### config.mk
export PLATFORM = sky130hd
export DESIGN_NAME = gcb_front_flat
export DESIGN_NICKNAME = d
export VERILOG_FILES = /design/src/rtl/core/gcb_pkg.sv /design/src/rtl/core/gcb_in_if.sv /design/src/rtl/core/gcb_front.sv /design/src/flat_wrapper.sv
export SDC_FILE = /design/constraint.sdc
export NUM_CORES = 1
export LEC_CHECK = 0
export ABC_AREA = 1
export BUFFER_PORTS_ARGS = -buffer_cell sky130_fd_sc_hd__buf_2
export CAP_MARGIN = 25
export CORE_AREA = 2 2 82 84
export DETAILED_ROUTE_END_ITERATION = 10
export DIE_AREA = 0 0 84 86
export PLACE_DENSITY = 0.78
export SYNTH_ARGS = -nofsm -noshare
export SYNTH_HDL_FRONTEND = slang
export SYNTH_SLANG_ARGS = --single-unit
### constraint.sdc
create_clock -name vclk -period 5.1
set_clock_uncertainty 0.1 [all_clocks]
set_input_delay 0.51 -clock vclk [all_inputs]
set_output_delay 0.51 -clock vclk [all_outputs]
set_load 0.005 [all_outputs]
### src/rtl/core/gcb_pkg.sv
`timescale 1ns / 1ps
package gcb_pkg;

    // channel index 2 is red, 1 green, 0 blue, matching the 0xAARRGGBB layout
    typedef enum logic [1:0] {
        K_NONE   = 2'd0,
        K_DIRECT = 2'd1,
        K_EMPTY  = 2'd2,
        K_BLEND  = 2'd3
    } t_kind;

    typedef enum logic [2:0] {
        REG_DRAW_COLOR    = 3'd0,
        REG_GRAY_LEVELS   = 3'd1,
        REG_MONO_MODE     = 3'd2,
        REG_PREMULT       = 3'd3,
        REG_X_OFFSET      = 3'd4,
        REG_Y_OFFSET      = 3'd5,
        REG_TARGET_WIDTH  = 3'd6,
        REG_TARGET_HEIGHT = 3'd7
    } t_reg_idx;

    localparam int CFG_IDX_W   = 3;
    localparam int CFG_DATA_W  = 32;
    localparam int QUEUE_DEPTH = 4;

    localparam logic [16:0] ONE_Q16 = 17'h10000;

    localparam logic [31:0] RST_DRAW_COLOR  = 32'hFF00_0000;
    localparam logic [8:0]  RST_GRAY_LEVELS = 9'd256;
    localparam logic [10:0] RST_TARGET_SIZE = 11'd1024;

    typedef struct packed {
        logic [31:0]        draw_color;
        logic [8:0]         max_cov;
        logic               mono_mode;
        logic               premultiplied;
        logic signed [10:0] x_offset;
        logic signed [10:0] y_offset;
        logic [10:0]        target_width;
        logic [10:0]        target_height;
    } t_cfg;

    typedef struct packed {
        t_kind           kind;
        logic [7:0]      cov;
        logic [2:0][7:0] dst_c;
        logic [7:0]      dst_a;
    } t_pix;

    // floor(p / 255), exact for p up to 255 * 255
    function automatic logic [7:0] div255(input logic [15:0] p);
        logic [16:0] s;
        s = 17'(p) + 17'(p[15:8]) + 17'd1;
        return s[15:8];
    endfunction

endpackage

### src/rtl/core/gcb_in_if.sv
`timescale 1ns / 1ps
interface gcb_in_if #(parameter int COORD_BITS = 10);
    logic                  valid;
    logic                  ready;
    logic [COORD_BITS-1:0] src_x;
    logic [COORD_BITS-1:0] src_y;
    logic [7:0]            src_value;
    logic [7:0]            dst_red;
    logic [7:0]            dst_green;
    logic [7:0]            dst_blue;
    logic [7:0]            dst_alpha;

    modport source (
        output valid, src_x, src_y, src_value, dst_red, dst_green, dst_blue, dst_alpha,
        input  ready
    );
    modport sink (
        input  valid, src_x, src_y, src_value, dst_red, dst_green, dst_blue, dst_alpha,
        output ready
    );
endinterface

### src/rtl/core/gcb_front.sv
`timescale 1ns / 1ps
module gcb_front import gcb_pkg::*; #(
    parameter int COORD_BITS = 10
) (
    input  t_cfg                  i_cfg,
    gcb_in_if.sink                i_in,
    input  logic                  i_q_full,
    output logic                  o_push,
    output t_pix                  o_pix,
    output logic [COORD_BITS-1:0] o_tx,
    output logic [COORD_BITS-1:0] o_ty
);
    localparam int TW = ((COORD_BITS > 11) ? COORD_BITS : 11) + 2;
    localparam logic signed [TW-1:0] LIMIT = TW'(1) << COORD_BITS;

    logic signed [TW-1:0] tx;
    logic signed [TW-1:0] ty;
    logic                 covered;
    logic                 clipped;
    logic [2:0]           bit_sel;

    assign bit_sel = 3'd7 - i_in.src_x[2:0];
    assign covered = i_cfg.mono_mode ? i_in.src_value[bit_sel] : (i_in.src_value != 8'd0);

    assign tx = $signed({{(TW-COORD_BITS){1'b0}}, i_in.src_x}) + TW'(i_cfg.x_offset);
    assign ty = $signed({{(TW-COORD_BITS){1'b0}}, i_in.src_y}) + TW'(i_cfg.y_offset);

    assign clipped = tx[TW-1] || ty[TW-1]
                  || (tx >= $signed({{(TW-11){1'b0}}, i_cfg.target_width}))
                  || (ty >= $signed({{(TW-11){1'b0}}, i_cfg.target_height}))
                  || (tx >= LIMIT) || (ty >= LIMIT);

    always_comb begin
        o_pix.cov   = i_in.src_value;
        o_pix.dst_c = {i_in.dst_red, i_in.dst_green, i_in.dst_blue};
        o_pix.dst_a = i_in.dst_alpha;
        if (!covered || clipped) begin
            o_pix.kind = K_NONE;
        end else if (i_cfg.mono_mode) begin
            o_pix.kind = K_DIRECT;
        end else if ((9'(i_in.src_value) == i_cfg.max_cov)
                     && (i_cfg.draw_color[31:24] == 8'hFF)) begin
            o_pix.kind = K_DIRECT;
        end else if (i_in.dst_alpha == 8'd0) begin
            o_pix.kind = K_EMPTY;
        end else begin
            o_pix.kind = K_BLEND;
        end
    end

    assign o_tx       = tx[COORD_BITS-1:0];
    assign o_ty       = ty[COORD_BITS-1:0];
    assign i_in.ready = !i_q_full;
    assign o_push     = i_in.valid && !i_q_full;
endmodule

### src/flat_wrapper.sv
// flat-port wrapper written by rule: the top's interface ports become plain ports
module gcb_front_flat import gcb_pkg::*;
#(
    parameter int COORD_BITS = 10
)
  (i_cfg, i_q_full, o_push, o_pix, o_tx, o_ty, i_in_valid, i_in_src_x, i_in_src_y, i_in_src_value, i_in_dst_red, i_in_dst_green, i_in_dst_blue, i_in_dst_alpha, i_in_ready);
  gcb_in_if #(.COORD_BITS(COORD_BITS)) i_in_i ();
  input  t_cfg i_cfg;
  input  logic i_q_full;
  output logic o_push;
  output t_pix o_pix;
  output logic [COORD_BITS-1:0] o_tx;
  output logic [COORD_BITS-1:0] o_ty;
  input wire logic [$bits(i_in_i.valid)-1:0] i_in_valid;
  input wire logic [$bits(i_in_i.src_x)-1:0] i_in_src_x;
  input wire logic [$bits(i_in_i.src_y)-1:0] i_in_src_y;
  input wire logic [$bits(i_in_i.src_value)-1:0] i_in_src_value;
  input wire logic [$bits(i_in_i.dst_red)-1:0] i_in_dst_red;
  input wire logic [$bits(i_in_i.dst_green)-1:0] i_in_dst_green;
  input wire logic [$bits(i_in_i.dst_blue)-1:0] i_in_dst_blue;
  input wire logic [$bits(i_in_i.dst_alpha)-1:0] i_in_dst_alpha;
  output wire logic [$bits(i_in_i.ready)-1:0] i_in_ready;
  assign i_in_i.valid = i_in_valid;
  assign i_in_i.src_x = i_in_src_x;
  assign i_in_i.src_y = i_in_src_y;
  assign i_in_i.src_value = i_in_src_value;
  assign i_in_i.dst_red = i_in_dst_red;
  assign i_in_i.dst_green = i_in_dst_green;
  assign i_in_i.dst_blue = i_in_dst_blue;
  assign i_in_i.dst_alpha = i_in_dst_alpha;
  assign i_in_ready = i_in_i.ready;
  gcb_front #(.COORD_BITS(COORD_BITS)) u_core (.i_cfg(i_cfg), .i_in(i_in_i), .i_q_full(i_q_full), .o_push(o_push), .o_pix(o_pix), .o_tx(o_tx), .o_ty(o_ty));
endmodule
**Word level (Yosys, flattened, before mapping)**

Index checks and enable logic that the tools add are counted.

- Flip-flop bits (word level): 0
- Input port bits: 149
- Output and inout port bits: 64
- Word-level logic and storage cells: 29

- Add/sub/neg operators: 3
- $lt $le $gt $ge: 5
- Equality and inequality tests: 2
- Mux-type cells: 7
- Reduce and logical (&&, ||, !) cells: 12

Operators by type and width:

| cell | number |
|---|---|
| greater-or-equal comparator 13 x 12 -> 1 bit | 2 |
| greater-or-equal comparator 13 x 12 -> 1 bit, second input constant | 2 |
| adder 11 x 11 -> 12 bit | 2 |
| == test 8 x 9 -> 1 bit | 1 |
| == test 8 bit, second input constant | 1 |
| zero test 8 bit | 1 |
| nonzero test 8 bit | 1 |
| logical OR 1 bit | 6 |
| 2-to-1 mux 2 bit | 3 |
| < comparator 3 x 4 -> 1 bit, second input constant | 1 |
| binary-select mux 1 bit (select 3 bit) | 1 |
| 2-to-1 mux 1 bit | 3 |
| subtractor 3 bit, first input constant | 1 |
| logical AND 1 bit | 2 |
| zero test 1 bit | 2 |

**Logic depth before layout (Yosys ltp)**

Gate-level depths: netlist of the first run.

- Word-level depth: 8
- Depth in mapped cells: 21
- Gate-level depth less buffers: 21

**Worst setup path after synthesis of the first run**

No wires, ideal clock.

- Kind: in2out
- Start point: in i_in_src_x[0]
- End point: out o_pix[40] (netlist bit)
- Arrival: 2.744 ns
- Setup slack: 1.746 ns
- Stages: 19
- Buffers on the path: 0
- Cell sequence: ha_1 fa_1 a21oi_2 nor2_1 nor2_1 xor2_1 inv_1 ha_1 nand2_1 inv_1 a21oi_1 nand2_1 nor2_1 nand2_1 nand2_1 nand2_1 nor2_2 nand4_2 nor2_1

RTL lines:

| what | line | text |
|---|---|---|
| from (decl) | flat_wrapper.sv:15 | `input wire logic [$bits(i_in_i.src_x)-1:0] i_in_src_x;` |
| to (decl) | flat_wrapper.sv:11 | `output t_pix o_pix;` |

==> flow_summary.ini, run 1 <==
[floorplan]
initial_core_util_pct = 36.5
std_cell_rows = 29
die_x_um = 84
io_pins = 213
dieArea_um2 = 7220
coreArea_um2 = 6280
die_h_um = 86

[synth]
syn_nets = 570
yosysTopAreaCellShare_pct = 22.9
yosysSeqAreaShare_pct = 0
yosys_warnings = 0
syn_area_um2 = 2290
synthTopCellsByArea = ha_1 (23%), nand2_1 (14%), buf_4 (13%), inv_1 (12%), nor2_1 (5.2%)
synth_cell_types = 35
synth.most_common_cell = nand2_1
synth.avg_cell_area_um2 = 6.08
syn_inst = 377
ys_top_cells_by_count = nand2_1 (84), inv_1 (72), ha_1 (42), buf_4 (40), nor2_1 (32)
yosys.area.top_type = ha_1

[power]
clkPwrFrac_pct = 0
p_leak_uw = 0.00181
swShare_pct = 55.3
finalPower_uw = 346
peakVddDrop_mv = 0.0624
switchingPower_uw = 191
pwr-share-comb_pct = 100.0
power_density_nw_per_um2 = 124
p_int_uw = 155
seqPwrFrac_pct = 0

[global_routing]
antenna_found_initial = 0
grt_pass1_vias = 2535
use_met3_pct = 1.92
grt_pass1_wl_um = 10100
grt_usage_pct = 15.7
grt_overflow = 0
use_met1_pct = 18.4
grt_start_max_net_pins = 7
grt-busiest-layer = met2
use_met2_pct = 31.1

[outcome]
outcome = completed

[setup_path]
cp-start-kind = primary input
cp_max_fo = 6
criticalPathCategory = primary input to primary output
worst_path_max_delay_cell = fa_1
endpoint_kind = primary output
cp_common_cell = nand2_1
cp.arrival_ns = 3.30
path_cells = buf_2 > ha_1 > fa_1 > a21oi_2 > nor2_1 > nor2_1 > xor2_1 > inv_1 > ha_1 > nand2_1 > inv_1 > a21oi_1 > nand2_1 > nor2_1 > nand2_1 > nand2_1 > nand2_1 > nor2_2 > nand4_2 > nor2_1 > buf_2
crit_path_max_incr_delay_ns = 0.48
startpoint = i_in_src_x[0]
path_delay_family = adder cells
required_ns = 4.49
crit_buf_inv = 4

[layout]
diodes = 0
finalNonFillerCells = 554
layout-drive-gt1-share_pct = 34.6
clkbuf_count = 0
nNetsFinal = 672
ff_latch_area_um2 = 0
area_growth_pct = 21.7
seq_cell_count = 0

[sta]
setup-violations-final = 0
setup-tns-final_ns = 0
hold_violations = 0
worst_slew_pin_slew_ns = 0.249
fin_crit_sh_pct = 76.7
slew_headroom_pct = 83.3
rsz0062_at_grt = no
clock.fmax_mhz = 256
slew_viol_final = 0
hold_ws_ns = 0.920
period_minus_slack_ns = 3.91

[detailed_routing]
routedWlPerCell_um = 10.4
ant_nets = 0
via_count = 2578
wl_um = 5770
drt_iter0_markers = 36
drc_errors = 0
dr.pass1.iters = 4
via_per_inst = 4.65

[clock_tree]
post_cts_buffers = 0
hold_buffers = 0
ctsResizeCount = 0

[hold_path]
min_from = i_in_dst_blue[4]
hold_class = primary input to primary output

[placed_design]
dp_hpwl_um = 5370
io_buffers = 140
place_congestion = 0.814
dp.cells = 554

[job]
drv_cap = 0
## cells in the final DEF, fill, tap and decap left out, types with 2 or more instances in the layout
cell,count
o21ai_0,4
xor2_1,13
nand2_1,84
buf_2,140
nor3_1,3
inv_1,72
nor2_1,32
a31oi_1,2
xnor2_1,6
ha_1,42
a21oi_2,6
nand3_1,20
a21o_1,4
inv_2,2
nand3_2,2
nand4_1,3
nor2_2,3
o21ai_2,2
nor4_1,2
a21oi_1,15
fa_1,2
nand2_2,5
## through the flow
| stage | cell area [um2] | util (%) | setup slack, ns |
|---|---|---|---|
| after CTS | 2790 | 44.4 | 1.18 |
| after global routing | 2790 | 44.4 | 0.841 |
| final | 2790 | 44.4 | 1.19 |
| after detailed placement | 2790 | 44.4 | 1.20 |
| after floorplan | 2290 | - | 1.75 |
| after global placement | 2790 | 44.4 | 1.29 |
## power groups by stage
stage               clock network, uW  registers [uW]  logic (uW)
detailed placement                  0               0         349
finish                              0               0         346
global route                        0               0         399
floorplan                           0               0         246
global placement                    0               0         339
CTS                                 0               0         352
## worst paths after layout
kind	to	slack (ns)	cells past startpoint
worst min-delay path	o_pix[12]	0.92	0
worst max-delay path	o_pix[41]	1.19	21
## cells by family after synthesis
logic type	Yosys count	share of synthesized area [%]
AND/OR/NAND/NOR	159	30.3
buffers and inverters	114	25.2
adder cells (fa/ha/maj)	44	24.7
AO/OA/AOI/OAI	41	12.5
XOR/XNOR	19	7.26
## area by class of cell
type	count	area [um2]
multi-input cells	263	1710
repair buffers	140	701
inverters	74	278
well taps	77	96.3
fillers	671	3490
## routing by layer
| layer | wire length [um] | part of all wire [%] |
|---|---|---|
| met3 | 470 | 8.1 |
| met2 | 2830 | 49 |
| met5 | 0 | 0 |
| met4 | 42 | 0.73 |
| met1 | 2430 | 42 |
Power figures use the tool's default switching activity.
==> run 2, diff against run 1 <==
Settings changed: CORE_AREA 2 2 82 84 to not set, CORE_MARGIN set to 2, CORE_UTILIZATION set to 36, DIE_AREA 0 0 84 86 to not set, PLACE_DENSITY 0.78 to 0.81.
Clock period 5.1 ns to 3.2 ns, I/O delays scaled along.
==> run 2 against run 1 <==
- the flow now finishes with violations (setup timing)
- clock-buffer cell count did not move
- total power rose by 120%
- worst hold slack got worse by 0.38 ns
- routed wire length rose by 20%
- first-iteration DRC count rose by 100%
- setup slack got worse by 1.2 ns
- cell count rose by 8.5%
- critical path type unchanged
- highest routed layer unchanged
==> flow_summary.ini, run 2 (same netlist as run 1, synthesis figures left out) <==
[setup_path]
required_ns = 2.78
cp-start-kind = primary input
crit_buf_inv = 6
crit_path_max_incr_delay_ns = 0.30
endpoint_kind = primary output
criticalPathCategory = primary input to primary output
cp_max_fo = 3
path_delay_family = adder cells
path_cells = buf_2 > ha_4 > buf_4 > inv_2 > buf_4 > o31ai_2 > xor2_1 > ha_1 > nand2_1 > inv_1 > nand2_1 > nand2_1 > o21ai_0 > nand2_1 > a21oi_2 > nand4_2 > nor2_1 > buf_2
cp.arrival_ns = 2.83
cp_common_cell = nand2_1
worst_path_max_delay_cell = ha_1

[global_routing]
grt_pass1_wl_um = 11300
grt_pass1_vias = 2749
antenna_found_initial = 0
grt_start_max_net_pins = 6
grt_usage_pct = 18.4
grt_overflow = 0

[detailed_routing]
via_per_inst = 4.66
wl_um = 6930
routedWlPerCell_um = 11.5
dr.pass1.iters = 4
drt_iter0_markers = 72
ant_nets = 0
via_count = 2802
drc_errors = 0

[sta]
worst_slew_pin_slew_ns = 0.310
setup-tns-final_ns = -0.100
slew_headroom_pct = 79.3
rsz0062_at_grt = yes
fin_crit_sh_pct = 102
slew_viol_final = 0
period_minus_slack_ns = 3.25
hold_violations = 0
setup-violations-final = 2
hold_ws_ns = 0.540
clock.fmax_mhz = 308
setup_ws_ns = -0.0514

[floorplan]
initial_core_util_pct = 36.7
io_pins = 213
coreArea_um2 = 6240
dieArea_um2 = 7020
die_h_um = 83.8
std_cell_rows = 29
die_x_um = 83.8

[layout]
layout-drive-gt1-share_pct = 46.6
final_area_um2 = 3400
nNetsFinal = 719
clkbuf_count = 0
area_growth_pct = 48.6
final_cell_mix = buf_2 (138), nand2_1 (81), inv_1 (69), buf_4 (47), nor2_1 (32)
layout.cells.most_common = buf_2
ff_latch_area_um2 = 0
diodes = 0
seq_cell_count = 0
n_fill_cell = 591

[placed_design]
dpl_cell_area_um2 = 3040
dp_slack_ns = -0.177
dp_hpwl_um = 5670
place_congestion = 0.833
io_buffers = 140

[hold_path]
hold_end = o_pix[11]
min_from = i_in_dst_blue[3]
min_path_cells = 0
hold_class = primary input to primary output

[power]
power_density_nw_per_um2 = 221
peakVddDrop_mv = 0.132
p_leak_uw = 0.00207

[outcome]
violations = setup timing
outcome = finished, violations left

[clock_tree]
hold_buffers = 0

[job]
drv_cap = 0
[run 2: cell count changes in the layout (fill, tap and decap cells not counted), sizes merged]
cell,before,now
buf,140,187
[run 2: layout make-up]
type	count	area, um2	share of cell area [%]
Inverter	74	278	8.16
Multi-Input combinational cell	263	1960	57.6
Tap cell	77	96.3	2.83
Timing Repair Buffer	187	1070	31.4
[run 2: repair_timing]
action | CTS | global route
endpoints found under the hold margin | 0 | 0
endpoints found under the setup margin | 2 | 2
gates resized for setup | 26 | 16
pin swaps | 10 | 13
buffers inserted | 7 | 6
[run 2: worst max path at each step]
stage / from / cells past startpoint / endpoint / slack [ns]
5_1_grt: i_cfg[25] / 21 / o_pix[41] / -0.27
6_report: i_in_src_y[3] / 18 / o_pix[40] / -0.05
3_3_place_gp: i_in_src_x[0] / 21 / o_pix[41] / -0.12
2_1_floorplan: i_in_src_x[0] / 19 / o_pix[40] / 0.23
3_5_place_dp: i_in_src_x[0] / 21 / o_pix[40] / -0.18
4_1_cts: i_in_src_x[0] / 21 / o_pix[40] / 0.001
[run 2: through the flow]
stage	utilization, %	std cells	total power [uW]
after detailed placement	48.8	588	628
after floorplan	-	377	392
after CTS	52.0	595	694
final	54.5	601	752
after global placement	48.8	588	606
after global routing	54.5	601	845
[run 2: per-layer routing]
metal  part of all wire [%]  wire length [um]  vias up  global-route usage [%]
li1                       -                 -     1446                       -
met1                     40              2770     1250                    21.1
met2                     53              3650      102                    36.7
met3                    6.7               463        4                    2.47
met4                   0.65                45        0                    1.76
met5                      0                 0        -                       0
[run 2: power breakdown]
part	leakage, uW	switching (uW)	total (uW)	internal (uW)
clock	0	0	0	0
combinational	0.00207	373	752	378
sequential	0	0	0	0
total	0.00207	373	752	378
==> run 3, diff against run 2 <==
Settings changed: ABC_AREA 1 to not set, CORE_AREA set to 2 2 84 86, CORE_MARGIN 2 to not set, CORE_UTILIZATION 36 to not set, DIE_AREA set to 0 0 86 88, PLACE_DENSITY 0.81 to 0.74.
==> run 3 against run 2 <==
- total power shrank 8.4%
- highest routed layer unchanged
- synthesized area down 10%
- the run still ends with setup timing left
- non-clock buffer count grew 10
- cell area fell by 6.6%
- via count decreased by 12%
==> flow_summary.ini, run 3 <==
[detailed_routing]
via_count = 2470
dr.pass1.iters = 4
drt_iter0_markers = 64
via_per_inst = 4.84
routedWlPerCell_um = 13.4
drc_errors = 0
wl_um = 6850
ant_nets = 0

[synth]
synth.most_common_cell = ha_1
syn_area_um2 = 2060
ys_top_cells_by_count = ha_1 (42), buf_4 (41), inv_1 (31), a21oi_1 (20), xor2_1 (13)
synth_cell_types = 48
yosys_warnings = 0
synth.avg_cell_area_um2 = 7.48
syn_inst = 275
yosys.area.top_type = ha_1
syn_nets = 468
yosysSeqAreaShare_pct = 0
synthTopCellsByArea = ha_1 (26%), buf_4 (15%), inv_1 (5.7%), xor2_1 (5.5%), a21oi_1 (4.9%)
yosysTopAreaCellShare_pct = 25.5

[global_routing]
grt_pass1_vias = 2489
grt_usage_pct = 16.8
grt_pass1_wl_um = 10700
antenna_found_initial = 0
grt_overflow = 0
grt_start_max_net_pins = 7

[job]
drv_cap = 0

[sta]
worst_slew_pin_slew_ns = 0.440
hold_violations = 0
hold_ws_ns = 0.540
slew_viol_final = 0
clock.fmax_mhz = 287
rsz0062_at_grt = yes
setup-violations-final = 2
setup_ws_ns = -0.288
fin_crit_sh_pct = 109
slew_headroom_pct = 70.3
period_minus_slack_ns = 3.49

[setup_path]
cp_max_fo = 3
cp-start-kind = primary input
required_ns = 2.78
cp.arrival_ns = 3.07
endpoint_kind = primary output
criticalPathCategory = primary input to primary output

[hold_path]
hold_class = primary input to primary output

[power]
switchingPower_uw = 314
seqPwrFrac_pct = 0
finalPower_uw = 689
power_density_nw_per_um2 = 217
pwr-share-comb_pct = 100.0
peakVddDrop_mv = 0.136
swShare_pct = 45.6
p_leak_uw = 0.00174
clkPwrFrac_pct = 0
p_int_uw = 374

[layout]
clkbuf_count = 0
area_growth_pct = 54.4
layout-drive-gt1-share_pct = 54.7
diodes = 0
nNetsFinal = 625
final_cell_mix = buf_2 (135), buf_4 (56), ha_1 (37), inv_1 (30), a21oi_1 (14)
seq_cell_count = 0
layout.cells.most_common = buf_2
final_area_um2 = 3180
ff_latch_area_um2 = 0

[placed_design]
io_buffers = 140
place_congestion = 0.793
dpl_cell_area_um2 = 2910
dp_slack_ns = -0.474
dp_hpwl_um = 6050

[outcome]
violations = setup timing
outcome = finished, violations left

[floorplan]
die_h_um = 88
die_x_um = 86
dieArea_um2 = 7570
initial_core_util_pct = 31.0
std_cell_rows = 30
coreArea_um2 = 6640
io_pins = 213

[clock_tree]
hold_buffers = 0
[run 3: changes by cell type after synthesis, sizes merged, moves of 4 or more]
cell    change
nand3      -11
nor2       -24
o21a        +6
nand2b      +5
nor4        +4
inv        -43
o21ai       +4
nand2      -77
a211oi      +6
nor3        +4
[run 3: cell families after synthesis]
group	synth area share [%]
compound gates	21.9
xor+xnor	8.94
fa+ha+maj	27.5
buf+inv	20.9
mux	2.67
simple gates	18.2
[run 3: path summary, 6_finish.rpt]
check            start   endpoint  slack [ns]  cells after the start
min    i_in_dst_red[7]  o_pix[31]        0.54                      0
max      i_in_src_x[0]  o_pix[40]       -0.29                     16
[run 3: area by class of cell]
cell class,count,area [um2]
multi-input cells,202,1790
well taps,80,100
repair buffers,197,1170
inverters,31,116
fillers,645,3470
[run 3: through the flow]
| stage | std cells | setup TNS [ns] | util (%) |
|---|---|---|---|
| 6_report | 510 | -0.571 | 47.8 |
| 5_1_grt | 510 | -0.908 | 47.8 |
| 4_1_cts | 509 | -0.638 | 47.0 |
| 3_5_place_dp | 499 | -0.943 | 43.8 |
| 3_3_place_gp | 499 | -0.870 | 43.8 |
| 2_1_floorplan | 275 | 0 | - |
[run 3: worst max-delay path, stage by stage]
cell and delay (ns):
buf_8 0.10, ha_4 0.15, fa_2 0.34, a21oi_2 0.18, o211ai_1 0.14, a21oi_2 0.19
mux2i_1 0.26, nand3_2 0.16, ha_4 0.19, a211oi_2 0.13, o211a_1 0.16, and3_4 0.18
o211a_4 0.17, nand4b_4 0.12, nor3_2 0.13, buf_2 0.13
[run 3: routing by layer]
layer  wire [um]  track usage, %  vias up
met4          84            1.30        0
met2        3470            34.1      108
met5           0               0        -
met3         519            1.70       10
met1        2770            19.4     1090
li1            -               -     1262
[run 3: timing repair]
item	CTS	global route
endpoints found under the setup margin	2	2
pin swaps	26	12
setup buffers	10	1
gates resized for setup	27	9
[run 3: power groups by stage]
stage / clock network, uW / registers, uW / logic, uW
floorplan: 0 / 0 / 351
global placement: 0 / 0 / 593
detailed placement: 0 / 0 / 610
CTS: 0 / 0 / 674
global route: 0 / 0 / 763
finish: 0 / 0 / 689
