[config.mk]
export PLATFORM = sky130hd
export DESIGN_NAME = gcb_queue
export DESIGN_NICKNAME = d
export VERILOG_FILES = /design/src/rtl/core/gcb_pkg.sv /design/src/rtl/core/gcb_queue.sv
export SDC_FILE = /design/constraint.sdc
export NUM_CORES = 1
export LEC_CHECK = 0
export BUFFER_PORTS_ARGS = -buffer_cell sky130_fd_sc_hd__buf_2
export CAP_MARGIN = 20
export CELL_PAD_IN_SITES_DETAIL_PLACEMENT = 0
export CELL_PAD_IN_SITES_GLOBAL_PLACEMENT = 2
export CORE_MARGIN = 2
export CORE_UTILIZATION = 39
export CTS_CLUSTER_DIAMETER = 200
export DETAILED_ROUTE_END_ITERATION = 6
export MAX_ROUTING_LAYER = met4
export PLACE_DENSITY_LB_ADDON = 0.1
export SYNTH_ARGS = -nofsm -noshare
export SYNTH_HDL_FRONTEND = slang
export SYNTH_SLANG_ARGS = --single-unit
export TNS_END_PERCENT = 30
[constraint.sdc]
create_clock -name i_clk -period 1.45 [get_ports i_clk]
set_clock_uncertainty 0.05 [all_clocks]
set_input_delay 0.0725 -clock i_clk [delete_from_list [all_inputs] [get_ports i_clk]]
set_output_delay 0.0725 -clock i_clk [all_outputs]
set_load 0.02 [all_outputs]
[src/rtl/core/gcb_pkg.sv]
`timescale 1ns / 1ps
package gcb_pkg;

    // channel index 2 is red, 1 green, 0 blue, matching the 0xAARRGGBB layout
    typedef enum logic [1:0] {
        K_NONE   = 2'd0,
        K_DIRECT = 2'd1,
        K_EMPTY  = 2'd2,
        K_BLEND  = 2'd3
    } t_kind;

    typedef enum logic [2:0] {
        REG_DRAW_COLOR    = 3'd0,
        REG_GRAY_LEVELS   = 3'd1,
        REG_MONO_MODE     = 3'd2,
        REG_PREMULT       = 3'd3,
        REG_X_OFFSET      = 3'd4,
        REG_Y_OFFSET      = 3'd5,
        REG_TARGET_WIDTH  = 3'd6,
        REG_TARGET_HEIGHT = 3'd7
    } t_reg_idx;

    localparam int CFG_IDX_W   = 3;
    localparam int CFG_DATA_W  = 32;
    localparam int QUEUE_DEPTH = 4;

    localparam logic [16:0] ONE_Q16 = 17'h10000;

    localparam logic [31:0] RST_DRAW_COLOR  = 32'hFF00_0000;
    localparam logic [8:0]  RST_GRAY_LEVELS = 9'd256;
    localparam logic [10:0] RST_TARGET_SIZE = 11'd1024;

    typedef struct packed {
        logic [31:0]        draw_color;
        logic [8:0]         max_cov;
        logic               mono_mode;
        logic               premultiplied;
        logic signed [10:0] x_offset;
        logic signed [10:0] y_offset;
        logic [10:0]        target_width;
        logic [10:0]        target_height;
    } t_cfg;

    typedef struct packed {
        t_kind           kind;
        logic [7:0]      cov;
        logic [2:0][7:0] dst_c;
        logic [7:0]      dst_a;
    } t_pix;

    // floor(p / 255), exact for p up to 255 * 255
    function automatic logic [7:0] div255(input logic [15:0] p);
        logic [16:0] s;
        s = 17'(p) + 17'(p[15:8]) + 17'd1;
        return s[15:8];
    endfunction

endpackage

[src/rtl/core/gcb_queue.sv]
`timescale 1ns / 1ps
module gcb_queue import gcb_pkg::*; #(
    parameter int DATA_W = 16
) (
    input  logic              i_clk,
    input  logic              i_rst_n,
    input  logic              i_push,
    input  logic [DATA_W-1:0] i_data,
    input  logic              i_pop,
    output logic              o_full,
    output logic              o_valid,
    output logic [DATA_W-1:0] o_data
);
    localparam int PW = $clog2(QUEUE_DEPTH);

    logic [DATA_W-1:0] r_mem [QUEUE_DEPTH];
    logic [PW-1:0]     r_wr;
    logic [PW-1:0]     r_rd;
    logic [PW:0]       r_cnt;
    logic [PW-1:0]     n_wr;
    logic [PW-1:0]     n_rd;

    assign o_full  = r_cnt == (PW+1)'(QUEUE_DEPTH);
    assign o_valid = r_cnt != '0;
    assign o_data  = r_mem[r_rd];
    assign n_wr    = (r_wr == PW'(QUEUE_DEPTH - 1)) ? '0 : r_wr + 1'b1;
    assign n_rd    = (r_rd == PW'(QUEUE_DEPTH - 1)) ? '0 : r_rd + 1'b1;

    always_ff @(posedge i_clk) begin
        if (i_push) begin
            r_mem[r_wr] <= i_data;
        end
    end

    always_ff @(posedge i_clk) begin
        if (!i_rst_n) begin
            r_wr  <= '0;
            r_rd  <= '0;
            r_cnt <= '0;
        end else begin
            if (i_push) begin
                r_wr <= n_wr;
            end
            if (i_pop) begin
                r_rd <= n_rd;
            end
            case ({i_push, i_pop})
                2'b10:   r_cnt <= r_cnt + 1'b1;
                2'b01:   r_cnt <= r_cnt - 1'b1;
                default: r_cnt <= r_cnt;
            endcase
        end
    end
endmodule

== After elaboration in Yosys (flattened, before gate mapping) ==
Memory sizes are Yosys's and may differ from the RTL's. A register that Yosys moved wholly into a read port is not among the register bits.
Cells that the tools add are included.

* Register bits: 7
* RAM bits: 64
* Input port bits: 20
* Output and inout port bits: 18
* Logic and storage cells: 22
* Memories: 1

{| class="wikitable"
|+ Memories
! memory !! depth !! bits a word !! read ports !! clocked after memory_dff !! wr ports !! RTL line !! RTL
|-
| r_mem || 4 || 16 || 1 || 1 || 1 || gcb_queue.sv:16 || <nowiki>logic [DATA_W-1:0] r_mem [QUEUE_DEPTH];</nowiki>
|}

* Add/sub/neg operators: 4
* Eq/ne operators: 5
* Muxes and demuxes: 7
* Reduce and logical (&&, ||, !) cells: 2

{| class="wikitable"
|+ Operators with widths
! operator !! number
|-
| two-way mux 2 bit || 4
|-
| == test 2 bit, second input constant || 3
|-
| case mux 3 bit (2 select lines) || 1
|-
| adder 2 x 1 -> 2 bit, second input constant || 2
|-
| adder 3 x 1 -> 3 bit, second input constant || 1
|-
| == test 3 bit, second input constant || 1
|-
| nonzero test 3 bit || 1
|-
| subtractor 3 x 1 -> 3 bit, second input constant || 1
|-
| == test 2 x 1 -> 1 bit, second input constant || 1
|-
| two-way mux 1 bit || 2
|-
| nonzero test 2 bit || 1
|}

== Logic depth before layout (Yosys ltp) ==
Gate-level depths: netlist (run 1).

* Word-level depth: 4
* Mapped depth: 6
* Depth with buffers taken out: 6

== Worst setup path after synthesis (run 1) ==
Ideal clock, no wire load.

* Path type: register to register
* From: register r_cnt[0]
* To: register r_cnt[2]
* Library setup time: 0.076 ns
* Arrival: 1.318 ns
* Required time: 1.324 ns
* Slack: 0.007 ns
* Stages on the path, launching flop included: 5
* Path buffers: 0
* Clock period less this slack: 1.443 ns
* Cells stage by stage: dfxtp_1 fa_1 xnor2_1 or3_1 a21boi_0

* Cells in the longest elaborated chain, start to end: 2
* Elaborated cells between the ends (all ways): 3
* Classes of those cells: 2 x add/sub; 1 x mux

{| class="wikitable"
|+ RTL lines
! item !! RTL line !! RTL
|-
| start: declaration || gcb_queue.sv:19 || <nowiki>logic [PW:0] r_cnt;</nowiki>
|-
| start signal: assignment || gcb_queue.sv:48 || <nowiki>2'b10: r_cnt <= r_cnt + 1'b1;</nowiki>
|-
| start signal: assignment || gcb_queue.sv:49 || <nowiki>2'b01: r_cnt <= r_cnt - 1'b1;</nowiki>
|-
| start signal: assignment || gcb_queue.sv:50 || <nowiki>default: r_cnt <= r_cnt;</nowiki>
|-
| subtractor 3 x 1 -> 3 bit / adder 3 x 1 -> 3 bit (equally long branches) || gcb_queue.sv:49, gcb_queue.sv:48 ||
|-
| case mux 3 bit (2 select lines) (*) || gcb_queue.sv:47 || <nowiki>case ({i_push, i_pop})</nowiki>
|}

Mark *: on every way between the ends. The rest lies on a longest branch, timed or not.
A chain may end at the register's enable or synchronous reset.

==> impl_metrics.py, run 1 <==
metrics = {
    "run_status": {
        "failed_checks": "negative setup slack",
        "run_status": "complete, but fails checks",
    },
    "setup_path": {
        "critical_path_depth": 3,
        "path_buf_inv": 2,
        "worst-endpoint-arrival_ps": 1560,
        "timing.rr.start": "r_cnt[0]",
        "setup.worst_path.start_class": "flop",
        "critical_register_to_register_path_endpoint": "r_cnt[2]",
        "timing.critical_path.required_ps": 1330,
        "setup.worst_path.end_class": "primary output",
        "slowest_stage": "sky130_fd_sc_hd__mux4_2",
        "timing.reg2reg.worst_path_depth": 4,
        "timing.reg2reg.setup_slack_ps": -10,
        "last_element_of_the_critical_path": "o_data[11]",
        "slowest_delay_ps": 530,
        "worstSetupPathType": "reg2out",
        "cell_family_with_most_cp_delay": "multiplexers",
        "cp_max_fo": 6,
        "path_cells": "buf_12 > mux4_2 > buf_6",
    },
    "routing": {
        "drtIter0Drc": 52,
        "via_count": 1393,
        "vias_per_cell": 4.64,
        "drt_drc_violations_left": 0,
        "route.final.wire_length_mm": 4.76,
        "post_drt_wl_per_cell_um": 15.9,
        "firstDrtPassIters": 4,
        "detail-route-antenna-nets": 0,
    },
    "sta": {
        "timing_hold_violations_final": 0,
        "setup_viol": 17,
        "rsz0062_at_grt": "yes",
        "slew_viol_final": 0,
        "finalCriticalPeriod_ps": 1680,
        "timing_worst_slew_pin_value_ps": 221,
        "holdWs_ps": 49.7,
        "setup_slack_ps": -234,
        "worst_slew_margin_rel": 0.851,
        "fmax_achieved_mhz": 594,
        "final_cycle_share": 1.16,
    },
    "die": {
        "core_area_mm2": 0.00687,
        "total_die_area_mm2": 0.00788,
        "die_width_um": 88.8,
        "pin_count": 38,
        "core.rowCount": 30,
        "initial_core_util": 0.408,
        "dieHeight_um": 88.8,
    },
    "placement": {
        "detailedPlacementHpwl_mm": 2.93,
        "place_inst": 267,
        "count_of_input_and_output_buffers": 37,
        "gp_congestion": 0.729,
    },
    "global_routing": {
        "grtUsageTotal": 0.135,
        "grt_overflow_total": 0,
        "antenna_found_initial": 0,
        "grt_first_pass_wirelength_mm": 7.37,
        "grt_max_degree": 17,
        "vias_in_the_first_global_route": 1500,
    },
    "clock_network": {
        "clk-insertion-delay-late_ps": 330,
        "clock_tree_from_tritoncts": "yes",
        "cts_buffers": 9,
        "post_cts.repair.setup_buffers": 0,
        "cts_root_buf": "sky130_fd_sc_hd__clkbuf_8",
        "cts_max_level": 3,
        "clkSlewWorstSetupHoldPaths_ps": 70,
        "cts-root-to-sink-buffers": 2,
        "cts_sinks": 73,
    },
    "finish": {
        "num-fill-cells": 561,
        "instances_no_fill": 300,
        "drive_above_1_share": 0.397,
        "nNetsFinal": 227,
        "num_antenna_cells": 0,
        "syn2layout_area_growth_pct": 30.2,
    },
    "synthesis": {
        "netlist_area_mm2": 0.00280,
        "ys.warnings.count": 0,
        "synth_cells": 127,
        "syn-mean-instance-area_um2": 22.1,
        "ys_seq_area_frac": 0.750,
        "synth_cell_types": 20,
        "syn-num-nets": 154,
        "yosys_register_bits": 73,
    },
    "power_and_ir_drop": {
        "p_sw_uw": 998,
        "netSwitchingFraction": 0.230,
        "power_frac_clock": 0.292,
        "comb_power_share": 0.147,
        "power.density_mw_per_mm2": 1190,
        "ir_drop_v": 0.000450,
        "power.sequential.fraction": 0.561,
        "cellInternalPower_uw": 3330,
        "p_leak_uw": 0.00129,
    },
    "worst_hold_path": {
        "hold_class": "in2reg",
    },
    "flow_run": {
        "cap_violations": 0,
    },
}
-- registers in the layout (all words and copies together), names as in the netlist, named ones only --
signal,cells
r_mem,64
r_cnt,3
r_rd,2
r_wr,2
-- area by class of cell --
| cell class | count | area (um2) | share of cell area |
|---|---|---|---|
| tap | 96 | 120 | 0.0329 |
| multi-input combinational | 47 | 628 | 0.172 |
| inverter | 3 | 11.3 | 0.00309 |
| timing repair buffer | 66 | 628 | 0.172 |
| clock inverter | 4 | 21.3 | 0.00583 |
| clock buffer | 11 | 131 | 0.0360 |
| sequential | 73 | 2110 | 0.578 |
-- power groups by stage --
stage,combinational (uW),clock (uW),sequential (uW)
after floorplan,322,0,2460
after global placement,517,0,2460
after detailed placement,530,0,2470
after CTS,626,1310,2430
after global routing,688,1410,2440
final,637,1260,2430
-- synthesized netlist by cell type, drive strengths merged --
cell type / n / area, um2
fa: 1 / 20.0
ha: 6 / 75.1
a21boi: 1 / 7.51
mux2i: 3 / 30.0
or3: 2 / 12.5
o21ai: 1 / 5.00
nor3b: 3 / 22.5
a21oi: 1 / 5.00
edfxtp: 64 / 1920
buf: 4 / 41.3
inv: 3 / 11.3
and2: 5 / 31.3
nor2b: 5 / 31.3
o21a: 1 / 7.51
xnor2: 2 / 17.5
dfxtp: 9 / 180
mux4: 16 / 383
-- worst reg2reg max path: stages (launching register included) --
cell and delay (ps):
sky130_fd_sc_hd__dfxtp_2 340, sky130_fd_sc_hd__fa_2 390, sky130_fd_sc_hd__xnor2_1 160, sky130_fd_sc_hd__or3_1 320, sky130_fd_sc_hd__a21boi_1 140
-- metrics by stage --
stage               power [uW]  TNS, ps  worst slack, ps  cell area, um2   util
CTS                       4370    -3880             -276            3630  0.529
finish                    4330    -3210             -234            3650  0.531
detailed placement        3000     -173             -173            3240  0.471
global route              4530    -4240             -303            3650  0.531
global placement          2980    -40.2            -40.2            3240  0.471
floorplan                 2780        0             6.80            2800      -
-- cells in the final DEF, fill, tap and decap left out --
master | netlist | layout
sky130_fd_sc_hd__edfxtp_1 | 64 | 64
sky130_fd_sc_hd__buf_2 | 2 | 25
sky130_fd_sc_hd__dlygate4sd3_1 | 0 | 17
sky130_fd_sc_hd__mux4_2 | 10 | 16
sky130_fd_sc_hd__buf_6 | 1 | 12
sky130_fd_sc_hd__clkbuf_8 | 0 | 9
sky130_fd_sc_hd__buf_12 | 1 | 7
sky130_fd_sc_hd__ha_1 | 6 | 6
sky130_fd_sc_hd__dfxtp_1 | 9 | 6
sky130_fd_sc_hd__and2_1 | 5 | 5
sky130_fd_sc_hd__nor2b_1 | 5 | 5
sky130_fd_sc_hd__buf_4 | 0 | 4
sky130_fd_sc_hd__inv_1 | 3 | 3
sky130_fd_sc_hd__nor3b_1 | 3 | 3
sky130_fd_sc_hd__mux2i_1 | 3 | 3
sky130_fd_sc_hd__or3_1 | 2 | 2
sky130_fd_sc_hd__xnor2_1 | 2 | 2
sky130_fd_sc_hd__clkbuf_1 | 0 | 2
sky130_fd_sc_hd__clkinv_2 | 0 | 2
sky130_fd_sc_hd__dfxtp_2 | 0 | 2
sky130_fd_sc_hd__a21oi_1 | 1 | 1
sky130_fd_sc_hd__o21a_1 | 1 | 1
sky130_fd_sc_hd__o21ai_0 | 1 | 1
sky130_fd_sc_hd__a21boi_1 | 0 | 1
sky130_fd_sc_hd__fa_2 | 0 | 1
sky130_fd_sc_hd__dfxtp_4 | 0 | 1
sky130_fd_sc_hd__clkinv_1 | 0 | 1
sky130_fd_sc_hd__clkinvlp_4 | 0 | 1
sky130_fd_sc_hd__buf_16 | 0 | 1
-- worst min path at each step --
| stage | from | end | slack, ps | depth (start not counted) |
|---|---|---|---|---|
| after global placement | i_data[14] | r_mem[2][14] | 230 | 1 |
| after CTS | i_push | r_wr[0] | 30 | 4 |
| after detailed placement | i_data[0] | r_mem[3][0] | 240 | 1 |
| final | i_push | r_wr[0] | 50 | 4 |
| after global routing | i_push | r_wr[0] | 60 | 4 |
| after floorplan | i_data[0] | r_mem[0][0] | 120 | 0 |
-- layer usage --
| metal | up-vias | track usage | share of wire | wire length (um) |
|---|---|---|---|---|
| li1 | 655 | - | - | - |
| met1 | 705 | 0.164 | 0.45 | 2140 |
| met2 | 29 | 0.220 | 0.50 | 2390 |
| met3 | 4 | 0.0392 | 0.041 | 195 |
| met4 | 0 | 0.0372 | 0.0078 | 37 |
| met5 | - | - | 0 | 0 |
-- cells by family (layout without fill, tap and decap cells) --
| logic type | after synthesis | in the layout | synth area share |
|---|---|---|---|
| fa+ha+maj | 7 | 7 | 0.0339 |
| xor+xnor | 2 | 2 | 0.00625 |
| compound gates | 4 | 4 | 0.00893 |
| mux | 19 | 19 | 0.147 |
| flops | 73 | 73 | 0.750 |
| buf+inv | 7 | 84 | 0.0187 |
| simple gates | 15 | 15 | 0.0348 |
-- repair_timing --
| action | CTS | global route |
|---|---|---|
| hold buffers | 17 | 0 |
| endpoints found under the hold margin | 70 | 0 |
| gates cloned | 1 | 0 |
| gates resized for setup | 25 | 12 |
| pin swaps | 1 | 0 |
| setup endpoints to repair | 17 | 18 |
Note: power is estimated with default switching activity, not from simulation.
==> inputs of run 2 (changes only) <==
--- a/config.mk
+++ b/config.mk
@@ -9,12 +9,14 @@
 export CAP_MARGIN = 20
 export CELL_PAD_IN_SITES_DETAIL_PLACEMENT = 0
 export CELL_PAD_IN_SITES_GLOBAL_PLACEMENT = 2
-export CORE_MARGIN = 2
+export CORE_MARGIN = 5
 export CORE_UTILIZATION = 39
 export CTS_CLUSTER_DIAMETER = 200
 export DETAILED_ROUTE_END_ITERATION = 6
+export GPL_ROUTABILITY_DRIVEN = 0
 export MAX_ROUTING_LAYER = met4
 export PLACE_DENSITY_LB_ADDON = 0.1
+export SKIP_LAST_GASP = 1
 export SYNTH_ARGS = -nofsm -noshare
 export SYNTH_HDL_FRONTEND = slang
 export SYNTH_SLANG_ARGS = --single-unit
==> run 2 against run 1 <==
Effect of this change:
- the flow still finishes with violations (negative setup slack)
- fmax shrank 0.82%
- clock-buffer cell count shrank 1
- largest power group unchanged
- global-route usage shrank 0.97 points
- clock power grew 21%
- wire length grew 2.6%
- sequential power is essentially flat
- first-iteration DRC count grew 1.9%
- combinational power shrank 1%
==> impl_metrics.py, run 2 (same netlist as run 1, synthesis figures left out) <==
metrics = {
    "sta": {
        "fmax_achieved_mhz": 589,
        "rsz0062_at_grt": "yes",
        "finalCriticalPeriod_ps": 1700,
        "setup_slack_ps": -248,
        "slew_viol_final": 0,
        "timing_hold_violations_final": 0,
        "timing_worst_slew_pin_value_ps": 145,
        "setup_viol": 17,
        "worst_slew_margin_rel": 0.901,
        "final_cycle_share": 1.17,
    },
    "clock_network": {
        "cts-root-to-sink-buffers": 2,
        "clock_tree_from_tritoncts": "yes",
        "cts_buffers": 9,
        "cts_root_buf": "sky130_fd_sc_hd__clkbuf_8",
        "clkSlewWorstSetupHoldPaths_ps": 70,
        "cts_sinks": 73,
        "post_cts.repair.setup_buffers": 0,
        "cts_max_level": 3,
        "clk-insertion-delay-late_ps": 330,
    },
    "finish": {
        "largest_register_ff_count": 64,
        "nNetsFinal": 228,
        "sequential_cell_area_in_the_final_layout_mm2": 0.00211,
        "num_antenna_cells": 0,
        "layout_top_registers": "r_mem (64), r_cnt (3)",
        "multi_input_comb_area_um2": 629,
        "layout.cells.most_common_list": "sky130_fd_sc_hd__edfxtp_1, sky130_fd_sc_hd__buf_2, sky130_fd_sc_hd__dlygate4sd3_1, sky130_fd_sc_hd__mux4_2, sky130_fd_sc_hd__buf_6",
        "num-fill-cells": 616,
        "commonest_non_fill_non_tap_cell_in_the_layout": "sky130_fd_sc_hd__edfxtp_1",
        "max_flop_register": "r_mem",
        "syn2layout_area_growth_pct": 31.4,
        "drive_above_1_share": 0.393,
    },
    "global_routing": {
        "vias_in_the_first_global_route": 1572,
        "antenna_found_initial": 0,
        "grt_max_degree": 17,
        "grt_first_pass_wirelength_mm": 7.87,
        "grtUsageTotal": 0.125,
        "grt_overflow_total": 0,
    },
    "routing": {
        "detail-route-antenna-nets": 0,
        "vias_per_cell": 4.71,
        "route.final.wire_length_mm": 4.89,
        "via_count": 1436,
        "drt_drc_violations_left": 0,
        "drtIter0Drc": 53,
        "post_drt_wl_per_cell_um": 16.0,
        "firstDrtPassIters": 4,
    },
    "run_status": {
        "run_status": "complete, but fails checks",
        "failed_checks": "negative setup slack",
    },
    "setup_path": {
        "worstSetupPathType": "reg2out",
        "timing.critical_path.required_ps": 1330,
        "timing.reg2reg.setup_slack_ps": -30,
        "worst-endpoint-arrival_ps": 1580,
        "setup.worst_path.start_class": "flop",
        "critical_register_to_register_path_endpoint": "r_cnt[2]",
        "cp_max_fo": 5,
        "setup.worst_path.end_class": "primary output",
        "timing.rr.start": "r_cnt[0]",
        "timing.reg2reg.worst_path_depth": 4,
    },
    "worst_hold_path": {
        "worst_hold_startpoint": "i_push",
        "hold_class": "in2reg",
        "hold-path-endpoint": "r_wr[0]",
        "holdPathStages": 4,
    },
    "die": {
        "core_area_mm2": 0.00714,
        "dieHeight_um": 94.8,
        "pin_count": 38,
        "die_width_um": 94.8,
        "total_die_area_mm2": 0.00898,
        "initial_core_util": 0.393,
        "core.rowCount": 31,
    },
    "power_and_ir_drop": {
        "power.density_mw_per_mm2": 1240,
        "p_leak_uw": 0.00131,
        "ir_drop_v": 0.000716,
        "totalPowerFinal_uw": 4570,
    },
    "placement": {
        "placement.setup.worst_slack_ps": -132,
        "detailedPlacementHpwl_mm": 3.09,
        "count_of_input_and_output_buffers": 37,
    },
    "flow_run": {
        "cap_violations": 0,
    },
}
==> run 2: cell count changes in the layout (fill, tap and decap cells not counted), moves of 2 or more <==
cell / change
sky130_fd_sc_hd__buf_2: +2
sky130_fd_sc_hd__buf_6: -2
sky130_fd_sc_hd__dfxtp_1: +2
sky130_fd_sc_hd__dfxtp_2: -2
==> run 2: how the worst max path moves through the flow <==
stage              from         to  slack, ps  cells past startpoint
2_1_floorplan  r_cnt[0]   r_cnt[2]          7                      4
3_3_place_gp     i_push   r_cnt[2]        -60                      7
3_5_place_dp     i_push   r_cnt[2]       -130                      7
4_1_cts            flop  o_data[2]       -270                      3
5_1_grt            flop  o_data[8]       -320                      3
6_report           flop  o_data[8]       -250                      3
==> run 2: routing by layer <==
metal,global-route usage,share of wire,vias to the layer above
li1,-,-,659
met1,0.145,0.44,736
met2,0.204,0.50,31
met3,0.0295,0.033,10
met4,0.0613,0.022,0
met5,-,0,-
==> run 2: layout make-up <==
type,instances,area share
sequential,73,0.572
timing repair buffer,67,0.168
clock buffer,10,0.0346
multi-input combinational,47,0.171
clock inverter,6,0.0183
inverter,3,0.00306
tap,99,0.0336
==> run 2: critical path, cell delays in order, from the launching register on <==
cell and delay (ps):
sky130_fd_sc_hd__dfxtp_4 420, sky130_fd_sc_hd__buf_8 150, sky130_fd_sc_hd__mux4_2 530, sky130_fd_sc_hd__buf_6 150
==> run 2: stage by stage <==
step	hold slack, ps	util	TNS, ps	area [um2]	std cells
2_1_floorplan	121	-	0	2800	127
3_5_place_dp	239	0.453	-161	3240	271
5_1_grt	75.6	0.516	-4670	3680	305
4_1_cts	50.2	0.516	-4060	3680	305
6_report	56.5	0.516	-3500	3680	305
3_3_place_gp	233	0.453	-61.0	3240	271
==> run 2: where the power goes <==
group          internal (uW)  switching, uW
clock                    800            718
sequential              2380           40.0
combinational            335            295
==> run 2: timing repair <==
action                                 CTS  global route
pin swaps                                0             0
cloned                                   1             0
setup endpoints to repair               18            18
endpoints found under the hold margin   70             0
hold buffers                            17             0
gates resized for setup                 30             0
==> inputs of run 3 (changes only) <==
--- a/config.mk
+++ b/config.mk
@@ -16,6 +16,7 @@
 export GPL_ROUTABILITY_DRIVEN = 0
 export MAX_ROUTING_LAYER = met4
 export PLACE_DENSITY_LB_ADDON = 0.1
+export SETUP_SLACK_MARGIN = 0.2
 export SKIP_LAST_GASP = 1
 export SYNTH_ARGS = -nofsm -noshare
 export SYNTH_HDL_FRONTEND = slang
==> run 3 against run 2 <==
Effect of this change:
- the flow still finishes with violations (negative setup slack)
- via count shrank 0.97%
- clock power is essentially flat
- die area did not move
- largest cell class unchanged
- highest routed layer unchanged
==> impl_metrics.py, run 3 (same netlist as run 1, synthesis figures left out) <==
metrics = {
    "setup_path": {
        "critical_register_to_register_path_endpoint": "r_cnt[2]",
        "timing.rr.start": "r_cnt[0]",
        "setup.worst_path.end_class": "primary output",
        "cp_max_fo": 6,
        "timing.reg2reg.worst_path_depth": 4,
        "setup.worst_path.start_class": "flop",
        "last_element_of_the_critical_path": "o_data[2]",
        "timing.critical_path.required_ps": 1330,
        "worst-endpoint-arrival_ps": 1560,
        "worstSetupPathType": "reg2out",
        "timing.reg2reg.setup_slack_ps": 40,
    },
    "clock_network": {
        "clk-insertion-delay-late_ps": 340,
        "clock_tree_from_tritoncts": "yes",
        "cts_root_buf": "sky130_fd_sc_hd__clkbuf_8",
        "cts_max_level": 3,
        "cts_sinks": 73,
        "cts-root-to-sink-buffers": 2,
        "clkSlewWorstSetupHoldPaths_ps": 80,
        "cts_buffers": 9,
    },
    "sta": {
        "finalCriticalPeriod_ps": 1690,
        "setup_viol": 16,
        "final_cycle_share": 1.16,
        "holdWs_ps": 43.6,
        "slew_viol_final": 0,
        "rsz0062_at_grt": "yes",
        "fmax_achieved_mhz": 593,
        "tns_ps": -3360,
        "timing_hold_violations_final": 0,
        "worst_slew_margin_rel": 0.827,
        "setup_slack_ps": -237,
        "timing_worst_slew_pin_value_ps": 259,
    },
    "routing": {
        "detail-route-antenna-nets": 0,
        "post_drt_wl_per_cell_um": 16.5,
        "drt_drc_violations_left": 0,
        "drtIter0Drc": 57,
        "vias_per_cell": 4.59,
        "via_count": 1422,
        "firstDrtPassIters": 4,
        "route.final.wire_length_mm": 5.11,
    },
    "finish": {
        "largest_register_ff_count": 64,
        "layout.cells.most_common_list": "sky130_fd_sc_hd__edfxtp_1, sky130_fd_sc_hd__buf_6, sky130_fd_sc_hd__buf_2, sky130_fd_sc_hd__dlygate4sd3_1, sky130_fd_sc_hd__mux4_2",
        "max_flop_register": "r_mem",
        "num_antenna_cells": 0,
        "layout_top_registers": "r_mem (64), r_cnt (3)",
        "nNetsFinal": 233,
        "syn2layout_area_growth_pct": 37.0,
        "layout.cell_area.non_filler_mm2": 0.00384,
        "drive_above_1_share": 0.469,
        "commonest_non_fill_non_tap_cell_in_the_layout": "sky130_fd_sc_hd__edfxtp_1",
    },
    "power_and_ir_drop": {
        "ir_drop_v": 0.000912,
        "power.density_mw_per_mm2": 1220,
        "totalPowerFinal_uw": 4690,
        "p_leak_uw": 0.00136,
    },
    "global_routing": {
        "grtUsageTotal": 0.124,
        "antenna_found_initial": 0,
        "grt_max_degree": 17,
        "grt_overflow_total": 0,
        "vias_in_the_first_global_route": 1494,
        "grt_first_pass_wirelength_mm": 7.70,
    },
    "die": {
        "dieHeight_um": 94.8,
        "core.rowCount": 31,
        "core_area_mm2": 0.00714,
        "pin_count": 38,
        "total_die_area_mm2": 0.00898,
        "die_width_um": 94.8,
        "initial_core_util": 0.393,
    },
    "run_status": {
        "failed_checks": "negative setup slack",
        "run_status": "complete, but fails checks",
    },
    "placement": {
        "placement.setup.worst_slack_ps": -103,
        "count_of_input_and_output_buffers": 37,
        "detailedPlacementHpwl_mm": 3.14,
        "dpl_cell_area_mm2": 0.00324,
    },
    "worst_hold_path": {
        "hold_class": "in2reg",
        "worst_hold_startpoint": "i_push",
    },
    "flow_run": {
        "cap_violations": 0,
    },
}
==> run 3: cell types whose count changed in the layout (fill, tap and decap cells not counted), moves of 3 or more <==
cell and delta:
sky130_fd_sc_hd__dfxtp_2 +4, sky130_fd_sc_hd__and2_1 -3, sky130_fd_sc_hd__dfxtp_1 -4, sky130_fd_sc_hd__and2_4 +3, sky130_fd_sc_hd__buf_2 -7, sky130_fd_sc_hd__buf_6 +11
==> run 3: worst min-delay path by stage <==
stage                              to  slack, ps  depth (start not counted)
after floorplan           r_mem[0][0]        120                          0
after global placement    r_mem[1][8]        230                          1
after detailed placement  r_mem[2][8]        240                          1
after CTS                     r_wr[0]         30                          4
after global routing          r_wr[0]         90                          4
final                         r_wr[0]         40                          4
==> run 3: per-stage QoR <==
step / util / instances
final: 0.538 / 310
after global routing: 0.538 / 310
after CTS: 0.523 / 307
after detailed placement: 0.453 / 272
after global placement: 0.453 / 272
after floorplan: - / 127
==> run 3: layout make-up <==
class / count / area, um2
Sequential cell: 73 / 2110
Tap cell: 99 / 124
Clock inverter: 6 / 67.6
Timing Repair Buffer: 72 / 729
Multi-Input combinational cell: 47 / 666
Inverter: 3 / 13.8
Fill cell: 614 / 3300
Clock buffer: 10 / 128
==> run 3: repair_timing <==
action / 4_1_cts / 5_1_grt
endpoints found under the hold margin: 69 / 0
hold buffers: 17 / 0
setup buffers: 1 / 1
resized for setup: 49 / 14
cloned: 1 / 2
pin swaps: 1 / 3
endpoints found under the setup margin: 82 / 82
==> run 3: critical path, stage by stage (launching register included) <==
cell	delay, ps
sky130_fd_sc_hd__dfxtp_4	410
sky130_fd_sc_hd__buf_12	140
sky130_fd_sc_hd__mux4_2	520
sky130_fd_sc_hd__buf_6	150
==> run 3: where the power goes <==
part           total, uW  switching (uW)  internal [uW]
Clock               1550             745            801
Sequential          2430            44.8           2390
Combinational        714             311            403
Total               4690            1100           3590
==> run 3: routing by layer <==
metal  global-route usage  wire (um)  up-vias
li1                     -          -      669
met3               0.0502        184        2
met5                    -          0        -
met2                0.188       2490       30
met4               0.0361         29        0
met1                0.153       2400      721
